`src/hdl/fixed_point_q24_8_alu_unit_macros.svh`:
```
// Assertion macros for the Q24.8 ALU.
// Included by modules that carry concurrent checks.
`ifndef FIXED_POINT_Q24_8_ALU_UNIT_MACROS_SVH
`define FIXED_POINT_Q24_8_ALU_UNIT_MACROS_SVH
`ifndef SYNTHESIS
`define FXA_ASSERT(label, clk, rst_n, prop, msg) \
    label: assert property (@(posedge clk) disable iff (!rst_n) prop) else $error(msg);
`define FXA_ASSERT_NR(label, clk, prop, msg) \
    label: assert property (@(posedge clk) prop) else $error(msg);
`else
`define FXA_ASSERT(label, clk, rst_n, prop, msg)
`define FXA_ASSERT_NR(label, clk, prop, msg)
`endif
`endif

```
`src/hdl/fxa_pkg.sv`:
```
// Package for the Q24.8 ALU: opcodes, widths and the pipeline payload types.
// No dependencies.
package fxa_pkg;
    localparam int FRAC_BITS = 8;
    localparam int DATA_W = 32;
    localparam int NUM_W = DATA_W + FRAC_BITS;
    localparam int DIV_STAGES = 8;
    localparam int BITS_PER_STAGE = NUM_W / DIV_STAGES;

    typedef enum logic [3:0] {
        OP_ADD = 4'd0, OP_SUB = 4'd1, OP_MUL = 4'd2, OP_DIV = 4'd3,
        OP_EQ = 4'd4, OP_NE = 4'd5, OP_LE = 4'd6, OP_GE = 4'd7,
        OP_LT = 4'd8, OP_GT = 4'd9, OP_MIN = 4'd10, OP_MAX = 4'd11,
        OP_INC = 4'd12, OP_DEC = 4'd13, OP_INT = 4'd14, OP_NONE = 4'd15
    } op_t;

    typedef struct packed {
        logic [3:0]        cmd;
        logic [DATA_W-1:0] operand_a;
        logic [DATA_W-1:0] operand_b;
    } alu_req_t;

    typedef struct packed {
        logic [DATA_W-1:0] result;
        logic              div_by_zero;
    } alu_rsp_t;

    // In-flight item state.
    typedef struct packed {
        logic [3:0]        cmd;
        logic [DATA_W-1:0] simple;
        logic [2*DATA_W-1:0] prod;
        logic [NUM_W-1:0]  quo;
        logic [NUM_W-1:0]  rem;
        logic [DATA_W-1:0] den;
        logic              neg_q;
        logic              dz;
    } stage_t;
endpackage

```
`src/hdl/fxa_front.sv`:
```
// Stage 0 of the ALU: simple ops, the full multiply product, divider setup.
// Depends on fxa_pkg.
module fxa_front (
    input  logic              clk,
    input  logic              en,
    input  fxa_pkg::alu_req_t req,
    output fxa_pkg::stage_t   st
);
    import fxa_pkg::*;
    logic signed [DATA_W-1:0] a, b;
    logic signed [2*DATA_W-1:0] prod;
    logic [DATA_W-1:0] simple, ua, ub;
    logic [NUM_W-1:0] num;
    stage_t nxt;

    assign a = $signed(req.operand_a);
    assign b = $signed(req.operand_b);
    assign ua = a[DATA_W-1] ? DATA_W'(-a) : a;
    assign ub = b[DATA_W-1] ? DATA_W'(-b) : b;
    assign num = {ua, {FRAC_BITS{1'b0}}};
    assign prod = a * b;

    always_comb
    begin
        case (op_t'(req.cmd))
            OP_ADD: simple = a + b;
            OP_SUB: simple = a - b;
            OP_EQ:  simple = DATA_W'(a == b);
            OP_NE:  simple = DATA_W'(a != b);
            OP_LE:  simple = DATA_W'(a <= b);
            OP_GE:  simple = DATA_W'(a >= b);
            OP_LT:  simple = DATA_W'(a < b);
            OP_GT:  simple = DATA_W'(a > b);
            OP_MIN: simple = (b < a) ? b : a;
            OP_MAX: simple = (b > a) ? b : a;
            OP_INC: simple = a + 1;
            OP_DEC: simple = a - 1;
            OP_INT: simple = DATA_W'(a >>> FRAC_BITS);
            default: simple = '0;
        endcase
        nxt = '0;
        nxt.cmd = req.cmd;
        nxt.simple = simple;
        nxt.prod = prod;
        nxt.quo = num;
        nxt.rem = '0;
        nxt.den = ub;
        nxt.neg_q = a[DATA_W-1] ^ b[DATA_W-1];
        nxt.dz = (op_t'(req.cmd) == OP_DIV) && (b == '0);
    end

    always_ff @(posedge clk)
    begin
        if (en)
            st <= nxt;
    end
endmodule

```
`config.mk`:
```
export PLATFORM = sky130hd
export DESIGN_NAME = fxa_front
export DESIGN_NICKNAME = d
export VERILOG_FILES = /design/src/hdl/fixed_point_q24_8_alu_unit_macros.svh /design/src/hdl/fxa_pkg.sv /design/src/hdl/fxa_front.sv
export SDC_FILE = /design/constraint.sdc
export NUM_CORES = 2
export LEC_CHECK = 0
export BUFFER_PORTS_ARGS = -buffer_cell sky130_fd_sc_hd__buf_2
export CAP_MARGIN = 25
export CORE_ASPECT_RATIO = 1.25
export CORE_MARGIN = 2
export CORE_UTILIZATION = 60
export CTS_CLUSTER_SIZE = 12
export DETAILED_ROUTE_END_ITERATION = 16
export PLACE_DENSITY = 0.75
export SLEW_MARGIN = 40
export SYNTH_ARGS = -nofsm -noshare
export SYNTH_HDL_FRONTEND = slang
export SYNTH_SLANG_ARGS = --single-unit
```
`constraint.sdc`:
```
create_clock -name clk -period 11.6 [get_ports clk]
set_clock_uncertainty 0.1 [all_clocks]
set_input_delay 1.16 -clock clk [delete_from_list [all_inputs] [get_ports clk]]
set_output_delay 1.16 -clock clk [all_outputs]
set_load 0.01 [all_outputs]
```
==> flow_metrics.env <==
export IMPL_async_reset_ff_frac=0
export IMPL_vias=36410
export IMPL_yosysSeqAreaShare=0.104
export IMPL_finalCritPeriodShare=0.828
export IMPL_drv_cap=0
export IMPL_cts_htree_levels=4
export IMPL_ys_ff_latch=166
export IMPL_synth_cell_area_um2=47900
export IMPL_worst_slew_pin_slew_ps=925
export IMPL_holdCritPathClass="in -> reg"
export IMPL_io_buffers=235
export IMPL_synth_top_family_by_area="adder cells"
export IMPL_wirelength_um=145000
export IMPL_slowest_delay_ps=580
export IMPL_avgRoutedWirePerCell_um=23.4
export IMPL_ys_flop_type="edfxtp_1"
export IMPL_synth_warnings=0
export IMPL_start_util=0.608
export IMPL_synth_fa_ha_area_frac=0.526
export IMPL_setup_worst_path_class="in -> reg"
export IMPL_maxSlewHeadroom=0.384
export IMPL_cts_resized=0
export IMPL_fin_cells=6174
export IMPL_fmax_mhz=104
export IMPL_ios=284
export IMPL_fillers=6546
export IMPL_drc_errors=0
export IMPL_gp_congestion=0.997
export IMPL_final_hold_viol_count=0
export IMPL_status="finished clean"
export IMPL_top_register="st"
export IMPL_crit_arrival_ps=9790
export IMPL_slowest_stage="a221oi_1"
export IMPL_grt_setup_unrepaired="no"
export IMPL_end_kind="register"
export IMPL_drt_antenna_violating_nets=0
export IMPL_avgSynthCellArea_um2=9.45
export IMPL_slew_viol_final=0
export IMPL_worstPathRequired_ps=11780
export IMPL_reg_top3="st (166)"
export IMPL_muxShareOfSynthArea=0.00201
export IMPL_hold_buffers=0
export IMPL_cts_tree="built"
export IMPL_clk_path_buf_depth=2
export IMPL_drtPass1Iterations=9
export IMPL_final_cell_mix="fa_1 (1083), inv_1 (1025), nand2_1 (591)"
export IMPL_yosys_area_share_simple=0.151
export IMPL_drive_gt1_frac=0.0710
export IMPL_drt_iter0_drc=3247
export IMPL_nNetsFinal=6536
export IMPL_tns_ps=0
export IMPL_synthDistinctLibCells=79
export IMPL_die_area_um2=82100
export IMPL_startpoint_type="input port"
export IMPL_grt_max_degree=71
export IMPL_clockRootBuffer="clkbuf_16"
export IMPL_grt_overflow_total=0
export IMPL_hpwl_um=116000
export IMPL_largest_reg_flops=166
export IMPL_cts_setup_buffers=0
export IMPL_fp_dieH_um=320
export IMPL_clk_pin_slew_ps=90
export IMPL_placementRows=115
export IMPL_core_area_um2=78900
export IMPL_synth_compound_area_frac=0.0692
export IMPL_cts_buffers_inserted=17
export IMPL_layout_commonest_cell="fa_1"
export IMPL_finalSetupViolCount=0
export IMPL_hold_ws_ps=808
export IMPL_crit_path_frequent_cell="fa_1"
export IMPL_grt_antenna_before_repair=12
export IMPL_synth_edff_count=166
export IMPL_grt_pass1_vias=39487
export IMPL_grt_pass1_wl_um=227000
export IMPL_area_growth_syn_to_layout_pct=5.07
export IMPL_die_w_um=257
export IMPL_crit_fanout=26
export IMPL_cts_sinks=166
export IMPL_synth_xor_area_share=0.0360
export IMPL_via_per_inst=5.90
export IMPL_grt_usage=0.368
export IMPL_fin_crit_ps=9610
export IMPL_dp_cells=6135
export IMPL_synth_cells=5070
==> synth_stat cells (7+ instances only) <==
cell,n,area share
fa_1,1084,0.45
inv_1,1025,0.080
nand2_1,591,0.046
and2_1,451,0.059
ha_1,281,0.073
clkbuf_1,274,0.021
nor2_1,171,0.013
edfxtp_1,166,0.10
a21oi_1,164,0.017
xnor2_1,156,0.029
o21ai_0,81,0.0085
a21o_1,56,0.0088
buf_4,48,0.0075
nand3_1,44,0.0046
xor2_1,41,0.0075
nor3_1,37,0.0039
nor2b_1,28,0.0037
nand2b_1,27,0.0035
o211ai_1,22,0.0034
nand4_1,21,0.0027
a31oi_1,20,0.0026
or3_1,20,0.0026
o21bai_1,18,0.0028
o31ai_1,18,0.0028
o21a_1,16,0.0025
a222oi_1,15,0.0031
and3_1,15,0.0020
buf_1,11,0.00086
or4_1,11,0.0017
a221oi_1,10,0.0018
a211oi_1,9,0.0014
a221o_1,9,0.0019
nor4_1,8,0.0010
o221ai_1,8,0.0015
a22oi_1,7,0.0011
==> layout make-up <==
class	count	area, µm²	area share
Multi-Input combinational cell	3586	37800	0.751
Antenna cell	7	17.5	0.000348
Sequential cell	166	4980	0.0990
Tap cell	1053	1320	0.0262
Inverter	1027	3850	0.0766
Clock inverter	15	206	0.00410
Clock buffer	17	425	0.00845
Timing Repair Buffer	303	1720	0.0343
==> metal layers <==
layer | wire length [µm] | track usage
met5 | 51 | 0
met4 | 13200 | 0.283
met3 | 12200 | 0.0729
met2 | 71300 | 0.618
met1 | 47800 | 0.414
==> worst paths after layout <==
path	endpoint	start	slack [ps]	cells after the start
min	st[212]	req[66]	810	1
max	st[176]	req[42]	1990	26
==> critical path: cells and delay by family <==
| family | cells | cell delay, ps |
|---|---|---|
| and+or+nand+nor | 3 | 370 |
| adders and majority gates | 9 | 4350 |
| AOI/OAI and AO/OA | 8 | 2480 |
| buffers and inverters | 6 | 1370 |
==> metrics by stage <==
step | worst slack [ps] | area [µm²] | utilization
after floorplan | 2520 | 48100 | -
after CTS | 1890 | 50300 | 0.638
after detailed placement | 1350 | 49700 | 0.630
final | 1990 | 50300 | 0.638
after global placement | 1290 | 49600 | 0.629
after global routing | 1610 | 50300 | 0.638
==> kinds of logic (layout without fill, tap and decap cells) <==
kind of cell / after synthesis / after routing
AO/OA/AOI/OAI: 506 / 506
XOR/XNOR: 197 / 197
adder cells (fa/ha/maj): 1365 / 1365
buffers and inverters: 1365 / 1362
flip-flops: 166 / 166
multiplexers: 9 / 9
other: 1 / 55
AND/OR/NAND/NOR: 1461 / 1461
Power is not shown: default switching activity piles up to over one toggle a cycle in this logic, so the estimate is an artifact.
