File: src/hdl/fixed_point_q24_8_alu_unit_macros.svh
// Assertion macros for the Q24.8 ALU.
// Included by modules that carry concurrent checks.
`ifndef FIXED_POINT_Q24_8_ALU_UNIT_MACROS_SVH
`define FIXED_POINT_Q24_8_ALU_UNIT_MACROS_SVH
`ifndef SYNTHESIS
`define FXA_ASSERT(label, clk, rst_n, prop, msg) \
    label: assert property (@(posedge clk) disable iff (!rst_n) prop) else $error(msg);
`define FXA_ASSERT_NR(label, clk, prop, msg) \
    label: assert property (@(posedge clk) prop) else $error(msg);
`else
`define FXA_ASSERT(label, clk, rst_n, prop, msg)
`define FXA_ASSERT_NR(label, clk, prop, msg)
`endif
`endif

File: src/hdl/fxa_pkg.sv
// Package for the Q24.8 ALU: opcodes, widths and the pipeline payload types.
// No dependencies.
package fxa_pkg;
    localparam int FRAC_BITS = 8;
    localparam int DATA_W = 32;
    localparam int NUM_W = DATA_W + FRAC_BITS;
    localparam int DIV_STAGES = 8;
    localparam int BITS_PER_STAGE = NUM_W / DIV_STAGES;

    typedef enum logic [3:0] {
        OP_ADD = 4'd0, OP_SUB = 4'd1, OP_MUL = 4'd2, OP_DIV = 4'd3,
        OP_EQ = 4'd4, OP_NE = 4'd5, OP_LE = 4'd6, OP_GE = 4'd7,
        OP_LT = 4'd8, OP_GT = 4'd9, OP_MIN = 4'd10, OP_MAX = 4'd11,
        OP_INC = 4'd12, OP_DEC = 4'd13, OP_INT = 4'd14, OP_NONE = 4'd15
    } op_t;

    typedef struct packed {
        logic [3:0]        cmd;
        logic [DATA_W-1:0] operand_a;
        logic [DATA_W-1:0] operand_b;
    } alu_req_t;

    typedef struct packed {
        logic [DATA_W-1:0] result;
        logic              div_by_zero;
    } alu_rsp_t;

    // In-flight item state.
    typedef struct packed {
        logic [3:0]        cmd;
        logic [DATA_W-1:0] simple;
        logic [2*DATA_W-1:0] prod;
        logic [NUM_W-1:0]  quo;
        logic [NUM_W-1:0]  rem;
        logic [DATA_W-1:0] den;
        logic              neg_q;
        logic              dz;
    } stage_t;
endpackage

File: src/hdl/fxa_div_step.sv
// One divider stage: BITS_PER_STAGE restoring steps on the in-flight item.
// Depends on fxa_pkg.
module fxa_div_step (
    input  logic            clk,
    input  logic            en,
    input  fxa_pkg::stage_t st_in,
    output fxa_pkg::stage_t st_out
);
    import fxa_pkg::*;
    stage_t nxt;
    logic [NUM_W:0] trial;

    always_comb
    begin
        nxt = st_in;
        trial = '0;
        for (int i = 0; i < BITS_PER_STAGE; i++)
        begin
            trial = {nxt.rem, nxt.quo[NUM_W-1]} - {{(NUM_W-DATA_W+1){1'b0}}, nxt.den};
            if (!trial[NUM_W])
                nxt.rem = trial[NUM_W-1:0];
            else
                nxt.rem = {nxt.rem[NUM_W-2:0], nxt.quo[NUM_W-1]};
            nxt.quo = {nxt.quo[NUM_W-2:0], ~trial[NUM_W]};
        end
    end

    always_ff @(posedge clk)
    begin
        if (en)
            st_out <= nxt;
    end
endmodule

File: config.mk
export PLATFORM = sky130hd
export DESIGN_NAME = fxa_div_step
export DESIGN_NICKNAME = d
export VERILOG_FILES = /design/src/hdl/fixed_point_q24_8_alu_unit_macros.svh /design/src/hdl/fxa_pkg.sv /design/src/hdl/fxa_div_step.sv
export SDC_FILE = /design/constraint.sdc
export NUM_CORES = 1
export LEC_CHECK = 0
export BUFFER_PORTS_ARGS = -buffer_cell sky130_fd_sc_hd__buf_2
export CAP_MARGIN = 20
export CORE_MARGIN = 1.5
export CORE_UTILIZATION = 32
export DETAILED_ROUTE_END_ITERATION = 10
export PLACE_DENSITY = 0.6
export RECOVER_POWER = 25
export REMOVE_ABC_BUFFERS = 1
export SETUP_SLACK_MARGIN = 0.4
export SLEW_MARGIN = 20
export SYNTH_ARGS = -nofsm -noshare
export SYNTH_HDL_FRONTEND = slang
export SYNTH_SLANG_ARGS = --single-unit
export TNS_END_PERCENT = 1
File: constraint.sdc
create_clock -name clk -period 48.6 [get_ports clk]
set_clock_uncertainty 0.15 [all_clocks]
set_input_delay 2.43 -clock clk [delete_from_list [all_inputs] [get_ports clk]]
set_output_delay 2.43 -clock clk [all_outputs]
set_load 0.05 [all_outputs]
==> metrics.log <==
INFO  metric ant_nets = 0
INFO  metric track_usage = 18.6%
INFO  metric setup-violations-final = 0
INFO  metric post_detail_place_hpwl = 46,500 µm
INFO  metric rows = 87
INFO  metric cts_resized = 0
INFO  metric path_max_fanout = 53
INFO  metric critical_path.slowest_cell = clkinv_1
INFO  metric synth_warnings = 0
INFO  metric ir_drop = 21.3 µV
INFO  metric max_flop_register = st_out
INFO  metric max_cap_viol_count = 0
INFO  metric grt_pass1_vias = 15,833
INFO  metric cts.root.buffer_cell = clkbuf_16
INFO  metric floorplan.initialDensity = 32.3%
INFO  metric nNetsFinal = around 2,700
INFO  metric detail_route.wirelength = approximately 57,000 µm
INFO  metric initial_antenna_violation_count = 15
INFO  metric power.switching_fraction = 44.9%
INFO  metric synth.top_cells.by_area = edfxtp_1 (35%), ha_1 (11%), a21oi_1 (4.9%)
INFO  metric worst_hold_startpoint = st_in[207]
INFO  metric cts_max_path_buffers = 3
INFO  metric syn_inst = 1,956
INFO  metric hold-path-cell-count = 1
INFO  metric finalMaxSlewViolations = 0
INFO  metric min_period_over_period = 56.7%
INFO  metric clock_period_minus_final_worst_setup_slack = 27.53 ns
INFO  metric grt_overflow = 0
INFO  metric grt_first_pass_wirelength = 86,300 µm
INFO  metric worst_setup_path_start_kind = primary input
INFO  metric internal-power = approximately 0.57 mW
INFO  metric status = completed
INFO  metric syn_to_final_growth = 20.5%
INFO  metric ctsHoldBuffers = 0
INFO  metric synthesis.area_per_instance = 9.28 µm²
INFO  metric floorplan.io_pins = 430
INFO  metric p_sw = 0.465 mW
INFO  metric path_clk_slew = around 0.06 ns
INFO  metric vias = 16,720
INFO  metric critPathMaxStageDelay = 0.80 ns
INFO  metric critPathKind = primary input to flip-flop
INFO  metric yosys.cell_types.count = 104
INFO  metric seqPwrFrac = about 24%
INFO  metric post-cts-setup-buffers = 0
INFO  metric grt_max_degree = 95
INFO  metric drive_above_1_share = 21.8%
INFO  metric place.gp.congestion = about 0.91
INFO  metric setup-tns-final = 0 ns
INFO  metric transition_time_at_the_pin_with_the_least_slew_margin = 1.03 ns
INFO  metric synth_most_common_cell = edfxtp_1
INFO  metric drcViolationCount = 0
INFO  metric register_bit_total_from_synthesis = 214
INFO  metric avgViaCountPerCell = between 5 and 6
INFO  metric hold-worst-slack = 1.92 ns
INFO  metric first_iter_violations = roughly 1,100
INFO  metric drt_pre_antenna_iters = 6
INFO  metric ctsHtreeMaxLevel = 1
INFO  metric max_slew_margin = 31.1%
INFO  metric cp_data_arrival_time = 27.66 ns
INFO  metric number_of_hold_violations_in_the_final_report = 0
INFO  metric achievable-frequency = 36.3 MHz
INFO  metric synth_top_cells_by_count = edfxtp_1 (214), a21oi_1 (179), nand2_1 (172)
INFO  metric tritoncts.num_buffers = 24
INFO  metric cpMostUsedCell = a21oi_1
INFO  metric unrepaired_setup_endpoints_after_global_routing = false
INFO  metric power_leakage = approximately 9.3 nW
INFO  metric power.density = 47.3 mW/mm²
INFO  metric die_width = 241 µm
INFO  metric synth_edf_count = 214
INFO  metric drt-wirelength-per-cell = 18.2 µm
INFO  metric p_comb_share = 57.5%
INFO  metric fp.dieArea = 0.0582 mm²
INFO  metric cp_data_required_time = 48.73 ns
INFO  metric critical_path_sink_type = flip-flop
INFO  metric worstHoldPathType = primary input to flip-flop
INFO  metric clock_tree_sinks = approximately 210
INFO  metric numPortBuffers = 429
INFO  metric hold_end = st_out[207]
INFO  metric yosys_most_used_dff = edfxtp_1
INFO  metric layout_top_registers = st_out: 214 flops
INFO  metric synth_area_leader_cell = edfxtp_1
INFO  metric netlist_area = 0.0182 mm²
INFO  metric tritoncts_clock_tree = built
INFO  metric power.share.clock = 18.3%
INFO  metric core-area = about 0.056 mm²
INFO  metric postSynth.asyncResetShare = 0%
INFO  metric largest_register_ff_count = 214
INFO  metric chipHeight = 241 µm
INFO  metric synth_sequential_area_ratio = 35.4%
INFO  metric netlist.area_leader.share = 35.4%
[cell type report]
class	instances	area (µm²)
Clock buffer	27	633
Timing Repair Buffer	437	2180
Inverter	93	349
Sequential cell	214	6430
Fill cell	5656	34400
Antenna cell	5	12.5
Multi-Input combinational cell	1597	11100
Tap cell	756	946
Clock inverter	16	183
[metal layers]
metal / up-vias / track usage, % / routed length, µm / part of all wire [%]
met5: - / 0 / 35 / 0.061
met4: 6 / 5.25 / 1350 / 2.3
met3: 84 / 2.65 / 3640 / 6.3
met2: 557 / 33.7 / 28300 / 49
met1: 7900 / 22.9 / 24100 / 42
li1: 8173 / - / - / -
[worst max-delay path by stage]
stage | depth (start not counted) | from | slack (ns) | end
2_1_floorplan | 87 | st_in[113] | 23.68 | st_out[35]
3_3_place_gp | 90 | st_in[3] | 22.03 | st_out[35]
3_5_place_dp | 90 | st_in[3] | 21.36 | st_out[36]
4_1_cts | 90 | st_in[3] | 21.82 | st_out[36]
5_1_grt | 90 | st_in[3] | 18.76 | st_out[36]
6_report | 89 | st_in[3] | 21.07 | st_out[36]
[power groups by stage]
| stage | Clock [mW] | Sequential [mW] | Combinational [mW] |
|---|---|---|---|
| 3_3_place_gp | 0 | 0.255 | 0.579 |
| 4_1_cts | 0.196 | 0.251 | 0.595 |
| 3_5_place_dp | 0 | 0.255 | 0.591 |
| 5_1_grt | 0.202 | 0.254 | 0.653 |
| 2_1_floorplan | 0 | 0.354 | 0.359 |
| 6_report | 0.190 | 0.251 | 0.595 |
[stage by stage]
stage               cell area (µm²)  worst slack [ns]  cells  utilization (%)  total power, mW
global placement              21100             22.03   3097             37.5            0.834
CTS                           21900             21.82   3140             38.9             1.04
floorplan                     17900             23.68   1904                -            0.713
global route                  21900             18.76   3141             38.9             1.11
detailed placement            21100             21.36   3097             37.5            0.845
finish                        21900             21.07   3145             38.9             1.04
[logic make-up after synthesis]
logic type / Yosys count / synth area share [%]
AOI/OAI and AO/OA: 595 / 21.7
xor gates and xnor gates: 149 / 7.29
adders and majority gates: 165 / 11.6
buffers and inverters: 145 / 3.25
DFF: 214 / 35.4
muxes: 56 / 3.42
and+or+nand+nor: 632 / 17.4
[cell usage in the layout (no fill, tap or decap), drive strengths merged, types with 12 or more instances in the layout]
master and instances:
ha 160, nor2b 21, and2 20, nor2 166, clkbuf 52, o211ai 25, nand2b 32, a21oi 181
inv 96, o21bai 25, nor3 40, xor2 51, or3 20, buf 412, a21boi 12, nor4 14
a21o 61, nand4 25, o21ai 122, xnor2 98, or2 16, nand3 51, mux2 45, and3 21
nand2 173, a31oi 24, a211oi 29, edfxtp 214, o21a 24
[critical path, delay by kind of cell]
kind | cells | cell delay [ns]
buffers and inverters | 10 | 3.37
adder cells (fa/ha/maj) | 5 | 2.16
XOR/XNOR | 2 | 0.37
multiplexers | 1 | 0.39
AND/OR/NAND/NOR | 21 | 4.78
AO/OA/AOI/OAI | 50 | 13.92
No activity file was read; power rests on OpenSTA's default activity.
